`src/hw/rtl/ldf_pkg.sv`:
```
// Shared types and constants of the length-prefixed frame deframer.
`default_nettype none
package ldf_pkg;

   localparam int HdrBytes      = 14;
   localparam int HdrCountWidth = 4;
   localparam int QueueDepth    = 4;

   localparam logic [31:0] MagicReset  = 32'h0000_0000;
   localparam logic [15:0] MaxLenReset = 16'd1024;

   typedef enum logic [1:0] {
      KIND_HEADER    = 2'd0,
      KIND_PAYLOAD   = 2'd1,
      KIND_BAD_MAGIC = 2'd2,
      KIND_TOO_LONG  = 2'd3
   } ldf_kind_type;

   typedef enum logic [0:0] {
      CSR_EXPECTED_MAGIC = 1'b0,
      CSR_MAX_LENGTH     = 1'b1
   } ldf_csr_type;

   typedef struct packed {
      logic         frame_end;
      ldf_kind_type kind;
      logic [7:0]   payload_byte;
      logic [15:0]  payload_length;
      logic [7:0]   frame_status;
      logic [7:0]   message_type;
      logic [31:0]  sequence_res;
      logic [7:0]   hdr_minor;
      logic [7:0]   hdr_major;
   } ldf_item_type;

   typedef struct packed {
      logic         valid;
      ldf_item_type item;
   } ldf_push_type;

endpackage
`default_nettype wire

```
`src/hw/rtl/ldf_front.sv`:
```
// Header collection, frame checks and payload tracking of the deframer.
`default_nettype none
module ldf_front
   import ldf_pkg::*;
(
   input  wire logic         clock,
   input  wire logic         reset,
   input  wire logic         csr_we,
   input  wire logic [0:0]   csr_addr,
   input  wire logic [31:0]  csr_wdata,
   input  wire logic         byte_valid,
   input  wire logic [7:0]   byte_data,
   output ldf_push_type      push
);

   logic [31:0] magic_ff, magic_in;
   logic [15:0] max_len_ff, max_len_in;
   logic        in_payload_ff, in_payload_in;
   logic [HdrCountWidth-1:0] count_ff, count_in;
   logic [15:0] remaining_ff, remaining_in;
   logic [7:0]  hdr_ff [HdrBytes];

   logic        last_hdr;
   logic [7:0]  hdr13;
   logic [31:0] magic_seen;
   logic [15:0] len_seen;
   logic [15:0] rem_dec;

   assign last_hdr   = (count_ff == HdrCountWidth'(HdrBytes - 1));
   assign hdr13      = (!in_payload_ff && last_hdr) ? byte_data : hdr_ff[13];
   assign magic_seen = {hdr_ff[0], hdr_ff[1], hdr_ff[2], hdr_ff[3]};
   assign len_seen   = {hdr_ff[12], hdr13};
   assign rem_dec    = (remaining_ff != 16'd0) ? remaining_ff - 16'd1 : remaining_ff;

   always_comb begin
      magic_in      = magic_ff;
      max_len_in    = max_len_ff;
      in_payload_in = in_payload_ff;
      count_in      = count_ff;
      remaining_in  = remaining_ff;
      push.valid                = 1'b0;
      push.item.frame_end       = 1'b1;
      push.item.kind            = KIND_HEADER;
      push.item.payload_byte    = 8'd0;
      push.item.payload_length  = len_seen;
      push.item.frame_status    = hdr_ff[11];
      push.item.message_type    = hdr_ff[10];
      push.item.sequence_res    = {hdr_ff[6], hdr_ff[7], hdr_ff[8], hdr_ff[9]};
      push.item.hdr_minor       = hdr_ff[5];
      push.item.hdr_major       = hdr_ff[4];

      if (csr_we) begin
         unique case (ldf_csr_type'(csr_addr))
            CSR_EXPECTED_MAGIC: magic_in   = csr_wdata;
            CSR_MAX_LENGTH:     max_len_in = csr_wdata[15:0];
            default: ;
         endcase
      end

      if (byte_valid) begin
         if (in_payload_ff) begin
            remaining_in           = rem_dec;
            push.valid             = 1'b1;
            push.item.kind         = KIND_PAYLOAD;
            push.item.payload_byte = byte_data;
            push.item.frame_end    = (rem_dec == 16'd0);
            if (rem_dec == 16'd0) begin
               in_payload_in = 1'b0;
            end
         end else if (!last_hdr) begin
            count_in = count_ff + HdrCountWidth'(1);
         end else begin
            count_in   = '0;
            push.valid = 1'b1;
            priority if (magic_seen != magic_ff) begin
               push.item.kind = KIND_BAD_MAGIC;
            end else if (len_seen > max_len_ff) begin
               push.item.kind = KIND_TOO_LONG;
            end else begin
               push.item.kind      = KIND_HEADER;
               remaining_in        = len_seen;
               in_payload_in       = (len_seen != 16'd0);
               push.item.frame_end = (len_seen == 16'd0);
            end
         end
      end
   end

   always_ff @(posedge clock) begin
      if (reset) begin
         magic_ff      <= MagicReset;
         max_len_ff    <= MaxLenReset;
         in_payload_ff <= 1'b0;
         count_ff      <= '0;
         remaining_ff  <= 16'd0;
      end else begin
         magic_ff      <= magic_in;
         max_len_ff    <= max_len_in;
         in_payload_ff <= in_payload_in;
         count_ff      <= count_in;
         remaining_ff  <= remaining_in;
      end
   end

   always_ff @(posedge clock) begin
      if (byte_valid && !in_payload_ff) begin
         hdr_ff[count_ff] <= byte_data;
      end
   end

   assert property (@(posedge clock) disable iff (reset)
      in_payload_ff |-> (count_ff == '0))
      else $error("header count moved during payload");

   assert property (@(posedge clock) disable iff (reset)
      (byte_valid && !in_payload_ff && !last_hdr) |-> !push.valid)
      else $error("result pushed before header complete");

   assert property (@(posedge clock) disable iff (reset)
      (push.valid && push.item.kind != KIND_HEADER && push.item.kind != KIND_PAYLOAD)
      |=> (!in_payload_ff && count_ff == '0))
      else $error("no resync after header error");

endmodule
`default_nettype wire

```
`src/hw/rtl/ldf_queue.sv`:
```
// Short result queue between the header front and the output side.
`default_nettype none
module ldf_queue
   import ldf_pkg::*;
#(
   parameter int Depth = QueueDepth
)(
   input  wire logic         clock,
   input  wire logic         reset,
   input  wire ldf_push_type push,
   output logic              full,
   output logic              out_valid,
   output ldf_item_type      out_item,
   input  wire logic         out_ready
);

   localparam int PtrWidth = (Depth > 1) ? $clog2(Depth) : 1;
   localparam int CntWidth = $clog2(Depth + 1);

   ldf_item_type mem_ff [Depth];
   logic [PtrWidth-1:0] wr_ff, wr_in, rd_ff, rd_in;
   logic [CntWidth-1:0] count_ff, count_in;
   logic do_push, do_pop;

   assign full      = (count_ff == CntWidth'(Depth));
   assign out_valid = (count_ff != '0);
   assign out_item  = mem_ff[rd_ff];
   assign do_push   = push.valid && !full;
   assign do_pop    = out_valid && out_ready;

   always_comb begin
      wr_in    = wr_ff;
      rd_in    = rd_ff;
      count_in = count_ff;
      if (do_push) begin
         wr_in = (wr_ff == PtrWidth'(Depth - 1)) ? '0 : wr_ff + PtrWidth'(1);
      end
      if (do_pop) begin
         rd_in = (rd_ff == PtrWidth'(Depth - 1)) ? '0 : rd_ff + PtrWidth'(1);
      end
      unique case ({do_push, do_pop})
         2'b10:   count_in = count_ff + CntWidth'(1);
         2'b01:   count_in = count_ff - CntWidth'(1);
         default: count_in = count_ff;
      endcase
   end

   always_ff @(posedge clock) begin
      if (reset) begin
         wr_ff    <= '0;
         rd_ff    <= '0;
         count_ff <= '0;
      end else begin
         wr_ff    <= wr_in;
         rd_ff    <= rd_in;
         count_ff <= count_in;
      end
   end

   always_ff @(posedge clock) begin
      if (do_push) begin
         mem_ff[wr_ff] <= push.item;
      end
   end

   assert property (@(posedge clock) disable iff (reset)
      count_ff <= CntWidth'(Depth))
      else $error("queue count overflow");

   assert property (@(posedge clock) disable iff (reset)
      push.valid |-> !full)
      else $error("push into full queue");

   assert property (@(posedge clock) disable iff (reset)
      (do_push && !do_pop) |=> (count_ff == $past(count_ff) + CntWidth'(1)))
      else $error("queue count missed a push");

endmodule
`default_nettype wire

```
`src/hw/rtl/length_prefixed_frame_deframer.sv`:
```
// Top level of the length-prefixed frame deframer.
//
// Accepts one stream byte per cycle on req_ and returns header, payload and
// error results on rsp_. A 14-byte big-endian header (magic, versions,
// sequence, type, status, length) is checked on its last byte against the
// magic and maximum-length registers; a failing header gives one error beat
// with tlast and the next byte starts a new header. A good header gives one
// header beat, then one beat per payload byte, tlast on the final one. The
// sustained rate is one byte per cycle while the queue is not full; each result
// is registered into a QDepth-entry queue on its way to rsp_, and req_tready
// falls only when that queue is full. No clearing pass after reset.
`default_nettype none
module length_prefixed_frame_deframer
   import ldf_pkg::*;
#(
   parameter int QDepth = QueueDepth
)(
   input  wire logic         clock,
   input  wire logic         reset,
   input  wire logic         csr_we,
   input  wire logic [0:0]   csr_addr,
   input  wire logic [31:0]  csr_wdata,
   input  wire logic         req_tvalid,
   output logic              req_tready,
   input  wire logic [7:0]   req_tdata,   // data_byte
   output logic              rsp_tvalid,
   input  wire logic         rsp_tready,
   // major version, minor version, sequence_res, message_type, frame_status,
   // payload_length, payload_byte
   output logic [87:0]       rsp_tdata,
   output logic [1:0]        rsp_tuser,   // kind
   output logic              rsp_tlast    // frame_end
);

   ldf_push_type push;
   ldf_item_type head;
   logic         full;

   assign req_tready = !full;

   ldf_front u_front (
      .clock      (clock),
      .reset      (reset),
      .csr_we     (csr_we),
      .csr_addr   (csr_addr),
      .csr_wdata  (csr_wdata),
      .byte_valid (req_tvalid && !full),
      .byte_data  (req_tdata),
      .push       (push)
   );

   ldf_queue #(.Depth(QDepth)) u_queue (
      .clock     (clock),
      .reset     (reset),
      .push      (push),
      .full      (full),
      .out_valid (rsp_tvalid),
      .out_item  (head),
      .out_ready (rsp_tready)
   );

   assign rsp_tdata = {head.payload_byte, head.payload_length, head.frame_status,
                       head.message_type, head.sequence_res, head.hdr_minor,
                       head.hdr_major};
   assign rsp_tuser = head.kind;
   assign rsp_tlast = head.frame_end;

endmodule
`default_nettype wire

```
`config.mk`:
```
export PLATFORM = sky130hd
export DESIGN_NAME = length_prefixed_frame_deframer
export DESIGN_NICKNAME = d
export VERILOG_FILES = /design/src/hw/rtl/ldf_pkg.sv /design/src/hw/rtl/ldf_front.sv /design/src/hw/rtl/ldf_queue.sv /design/src/hw/rtl/length_prefixed_frame_deframer.sv
export SDC_FILE = /design/constraint.sdc
export NUM_CORES = 1
export LEC_CHECK = 0
export BUFFER_PORTS_ARGS = -buffer_cell sky130_fd_sc_hd__buf_2
export CORE_MARGIN = 2
export CORE_UTILIZATION = 48
export CTS_CLUSTER_DIAMETER = 50
export DETAILED_ROUTE_END_ITERATION = 8
export PLACE_DENSITY = 0.71
export SETUP_SLACK_MARGIN = 0.05
export SLEW_MARGIN = 20
export SYNTH_ARGS = -nofsm -noshare
export SYNTH_HDL_FRONTEND = slang
export SYNTH_SLANG_ARGS = --single-unit
export TNS_END_PERCENT = 50
```
`constraint.sdc`:
```
create_clock -name clock -period 4.8 [get_ports clock]
set_clock_uncertainty 0.1 [all_clocks]
set_input_delay 0.96 -clock clock [delete_from_list [all_inputs] [get_ports clock]]
set_output_delay 0.96 -clock clock [all_outputs]
set_load 0.02 [all_outputs]
```
==> impl_results.md <==
* Run status: completed
* Final Max Slew Viols at 0
* Clock Pin Slew Worst Setup and Hold Paths at 0.07 ns
* Crit path launch type: flip-flop
* Rows at 77
* Endpoints failing hold at 0
* Vias in the first global route at 11800
* Core footprint at 44100 um2
* Setup CP Type: flip-flop to flip-flop
* Commonest non-fill, non-tap cells in the layout: edfxtp_1 (476), buf_2 (138), nand2_1 (123)
* Netlist cell types at 63
* Pwr/cell area at 387 nW/um2
* Switching portion of total power at 19.8%
* Pre-Repair DR Iteration Count at 5
* Post-Syn Area at 21400 um2
* Via count at 11700
* Final wirelength at 47600 um
* Final Cell Area at 24800 um2
* Syn_nets at 1312
* Comb power frac at 1.8%
* Vias per cell at 5.70
* Power Total at just under 0.01 W
* Clk pwr share at 43.9%
* Type of the most critical hold path: flip-flop to flip-flop
* Synth Flop Type: edfxtp_1
* Leakage at around 8.1 nW
* PortBufs at between 100 and 150
* CTS Buf Count at 55
* Pin count of the biggest net entering global routing at 55
* Asr flop ratio synth at 0%
* Worst Max-Slew Pin Slew at 0.953 ns
* Top Layer Used: met5
* Die Span Y at 215 um
* Sequential Power Share at 54.3%
* Crit Path Max Fanout at 13
* Period utilization at 78.3%
* Crit path capture type: flip-flop
* Psw at 0.00190 W
* H-tree depth at 2
* Maxcap violations at 0
* CTS tree: done
* Post-CTS Hold Buffers at 0
* Sequential share of the synthesized area at 74.0%
* Clk sinks at 554
* Worst Path Required at 5.13 ns
* Pint at 0.00771 W
* GRT overflow at 0
* Final HPWL DP at between 20000 and 30000 um
* DR WL met3 at 3140 um
* Number of synthesized register bits at 554
* Met2 WL at 23700 um
* Crit path time final at about 3.8 ns
* Maximum VDD drop at 233 uV
* Syn Inst Count at 1241
* Setup TNS at 0 ns
* I/O pins at 139
* Share of cells above drive strength 1 at 26.2%
* RSZ-0062 raised after global routing: no
* Setup bufs post-CTS at 0
* Clk Latency, worst-skew pair at 0.59 ns
* PostCTS Resize Cnt at 0
* YS warnings at 0
* Gp weighted congestion at about 0.9
* Final ANT Viol Nets at 0
* DRC errors left at 0
* Routed length per instance at roughly 23 um
* Initial DRC Count at ~1000
* Root Driver: clkbuf_16
* Post-synth EDFFs at 476
* Commonest non-fill, non-tap cell in the layout: edfxtp_1
* Syn_area_per_cell at around 17 um2
* First-pass GRT wire length at ~70000 um
* Die Wd at between 200 and 250 um
* Final setup viols at 0
* Wl on met1 at between 15000 and 20000 um
* Fmax achieved at 0.266 GHz
* Longest Clk Path Bufs at 3
* DIE AREA at 46300 um2
* Flop-to-flop setup slack at 1.04 ns
* Layout Nets at 1474
* Antenna violations before repair at 10
* Post-DP Area at around 23000 um2
* Starting Density at between 40% and 50%
* Critical Path AT at 4.09 ns
* All-layer global routing usage at 20.5%
* Slew headroom at 36.4%
* P&R area growth vs syn at 15.9%
## through the flow
step / setup WS, ns / instances / utilization, % / hold WS, ns
final: 1.04 / 2044 / 56.2 / 0.359
after global routing: 0.841 / 2043 / 56.2 / 0.377
after CTS: 1.02 / 2040 / 56.2 / 0.360
after detailed placement: 1.04 / 1938 / 52.1 / 0.351
after global placement: 1.13 / 1938 / 52.1 / 0.349
after floorplan: 0.491 / 1241 / - / 0.336
## cell usage after synthesis, types with 6 or more instances
master,instances,share of area (%)
and2_1,8,0.23
nand4_1,16,0.47
inv_1,28,0.49
mux2_2,7,0.37
clkbuf_1,37,0.65
a22oi_1,6,0.21
and3_1,10,0.29
buf_2,8,0.19
ha_1,24,1.4
nor3b_1,6,0.21
dfxtp_1,78,7.3
edfxtp_1,476,67
buf_1,20,0.35
nor4_1,11,0.32
or4_1,7,0.25
o21ai_0,10,0.23
or3_1,10,0.29
mux2i_1,10,0.47
mux4_2,91,9.6
nor3_1,20,0.47
o211ai_1,6,0.21
nand2_1,123,2.2
o311a_1,6,0.28
xnor2_1,35,1.4
nor2_1,29,0.51
a21oi_1,86,2.0
## path summary, 6_finish.rpt
kind                                      start                                    to  cells past startpoint
max            u_front.count_ff[1]$_SDFFE_PP0P_  u_front.remaining_ff[4]$_SDFFE_PP0P_                     12
min          u_front.max_len_ff[4]$_SDFFE_PP0P_    u_front.max_len_ff[4]$_SDFFE_PP0P_                      2
max reg2reg    u_front.count_ff[1]$_SDFFE_PP0P_  u_front.remaining_ff[4]$_SDFFE_PP0P_                     12
min reg2reg  u_front.max_len_ff[4]$_SDFFE_PP0P_    u_front.max_len_ff[4]$_SDFFE_PP0P_                      2
## worst max-delay path: stages, from the launching register on
cell      delay (ns)
dfxtp_1         0.58
and3b_1         0.25
and3_4          0.25
mux2_4          0.36
ha_1            0.33
a21oi_1         0.16
a311oi_1        0.10
a211o_1         0.28
o31a_1          0.42
nor3_2          0.22
buf_4           0.25
mux2i_1         0.20
a211oi_1        0.09
## cell families (layout without fill, tap and decap cells)
family                   count (synthesis)  count (layout)  share of synthesized area, %
AO/OA/AOI/OAI                          145             145                          4.10
XOR/XNOR                                39              39                          1.60
adder cells (fa/ha/maj)                 25              25                          1.50
buffers and inverters                   94             301                          1.73
flip-flops                             554             554                          74.0
multiplexers                           112             112                          10.7
other                                    0               4                             0
AND/OR/NAND/NOR                        272             272                          6.34
## power groups by stage
stage | Clock (W) | Combinational [W] | Sequential (W)
after detailed placement | 0 | 0.000175 | 0.00532
after CTS | 0.00428 | 0.000177 | 0.00522
after floorplan | 0 | 0.0000900 | 0.00532
after global routing | 0.00448 | 0.000193 | 0.00522
final | 0.00422 | 0.000175 | 0.00522
after global placement | 0 | 0.000171 | 0.00532
## final cells by class
| cell class | instances | area (um2) |
|---|---|---|
| antenna | 4 | 10.0 |
| timing repair buffer | 171 | 1080 |
| clock buffer | 68 | 1510 |
| multi-input combinational | 593 | 5210 |
| fill | 3456 | 19300 |
| sequential | 554 | 15900 |
| tap | 592 | 741 |
| clock inverter | 34 | 298 |
| inverter | 28 | 105 |
## metal layers
metal  up-vias  track usage, %
met3        79            4.52
met4        12            5.75
met2       397            33.9
met5         -               0
met1      5975            27.4
li1       5196               -
## registers in the layout (all words and copies together) (netlist names), named ones only
name,cells
u_queue.mem_ff,364
u_front.in_payload_ff,1
u_queue.count_ff,3
u_front.hdr_ff,112
u_front.magic_ff,32
u_front.max_len_ff,16
u_queue.wr_ff,2
u_front.count_ff,4
u_front.remaining_ff,16
u_queue.rd_ff,2
(Power assumes the default switching activity.)
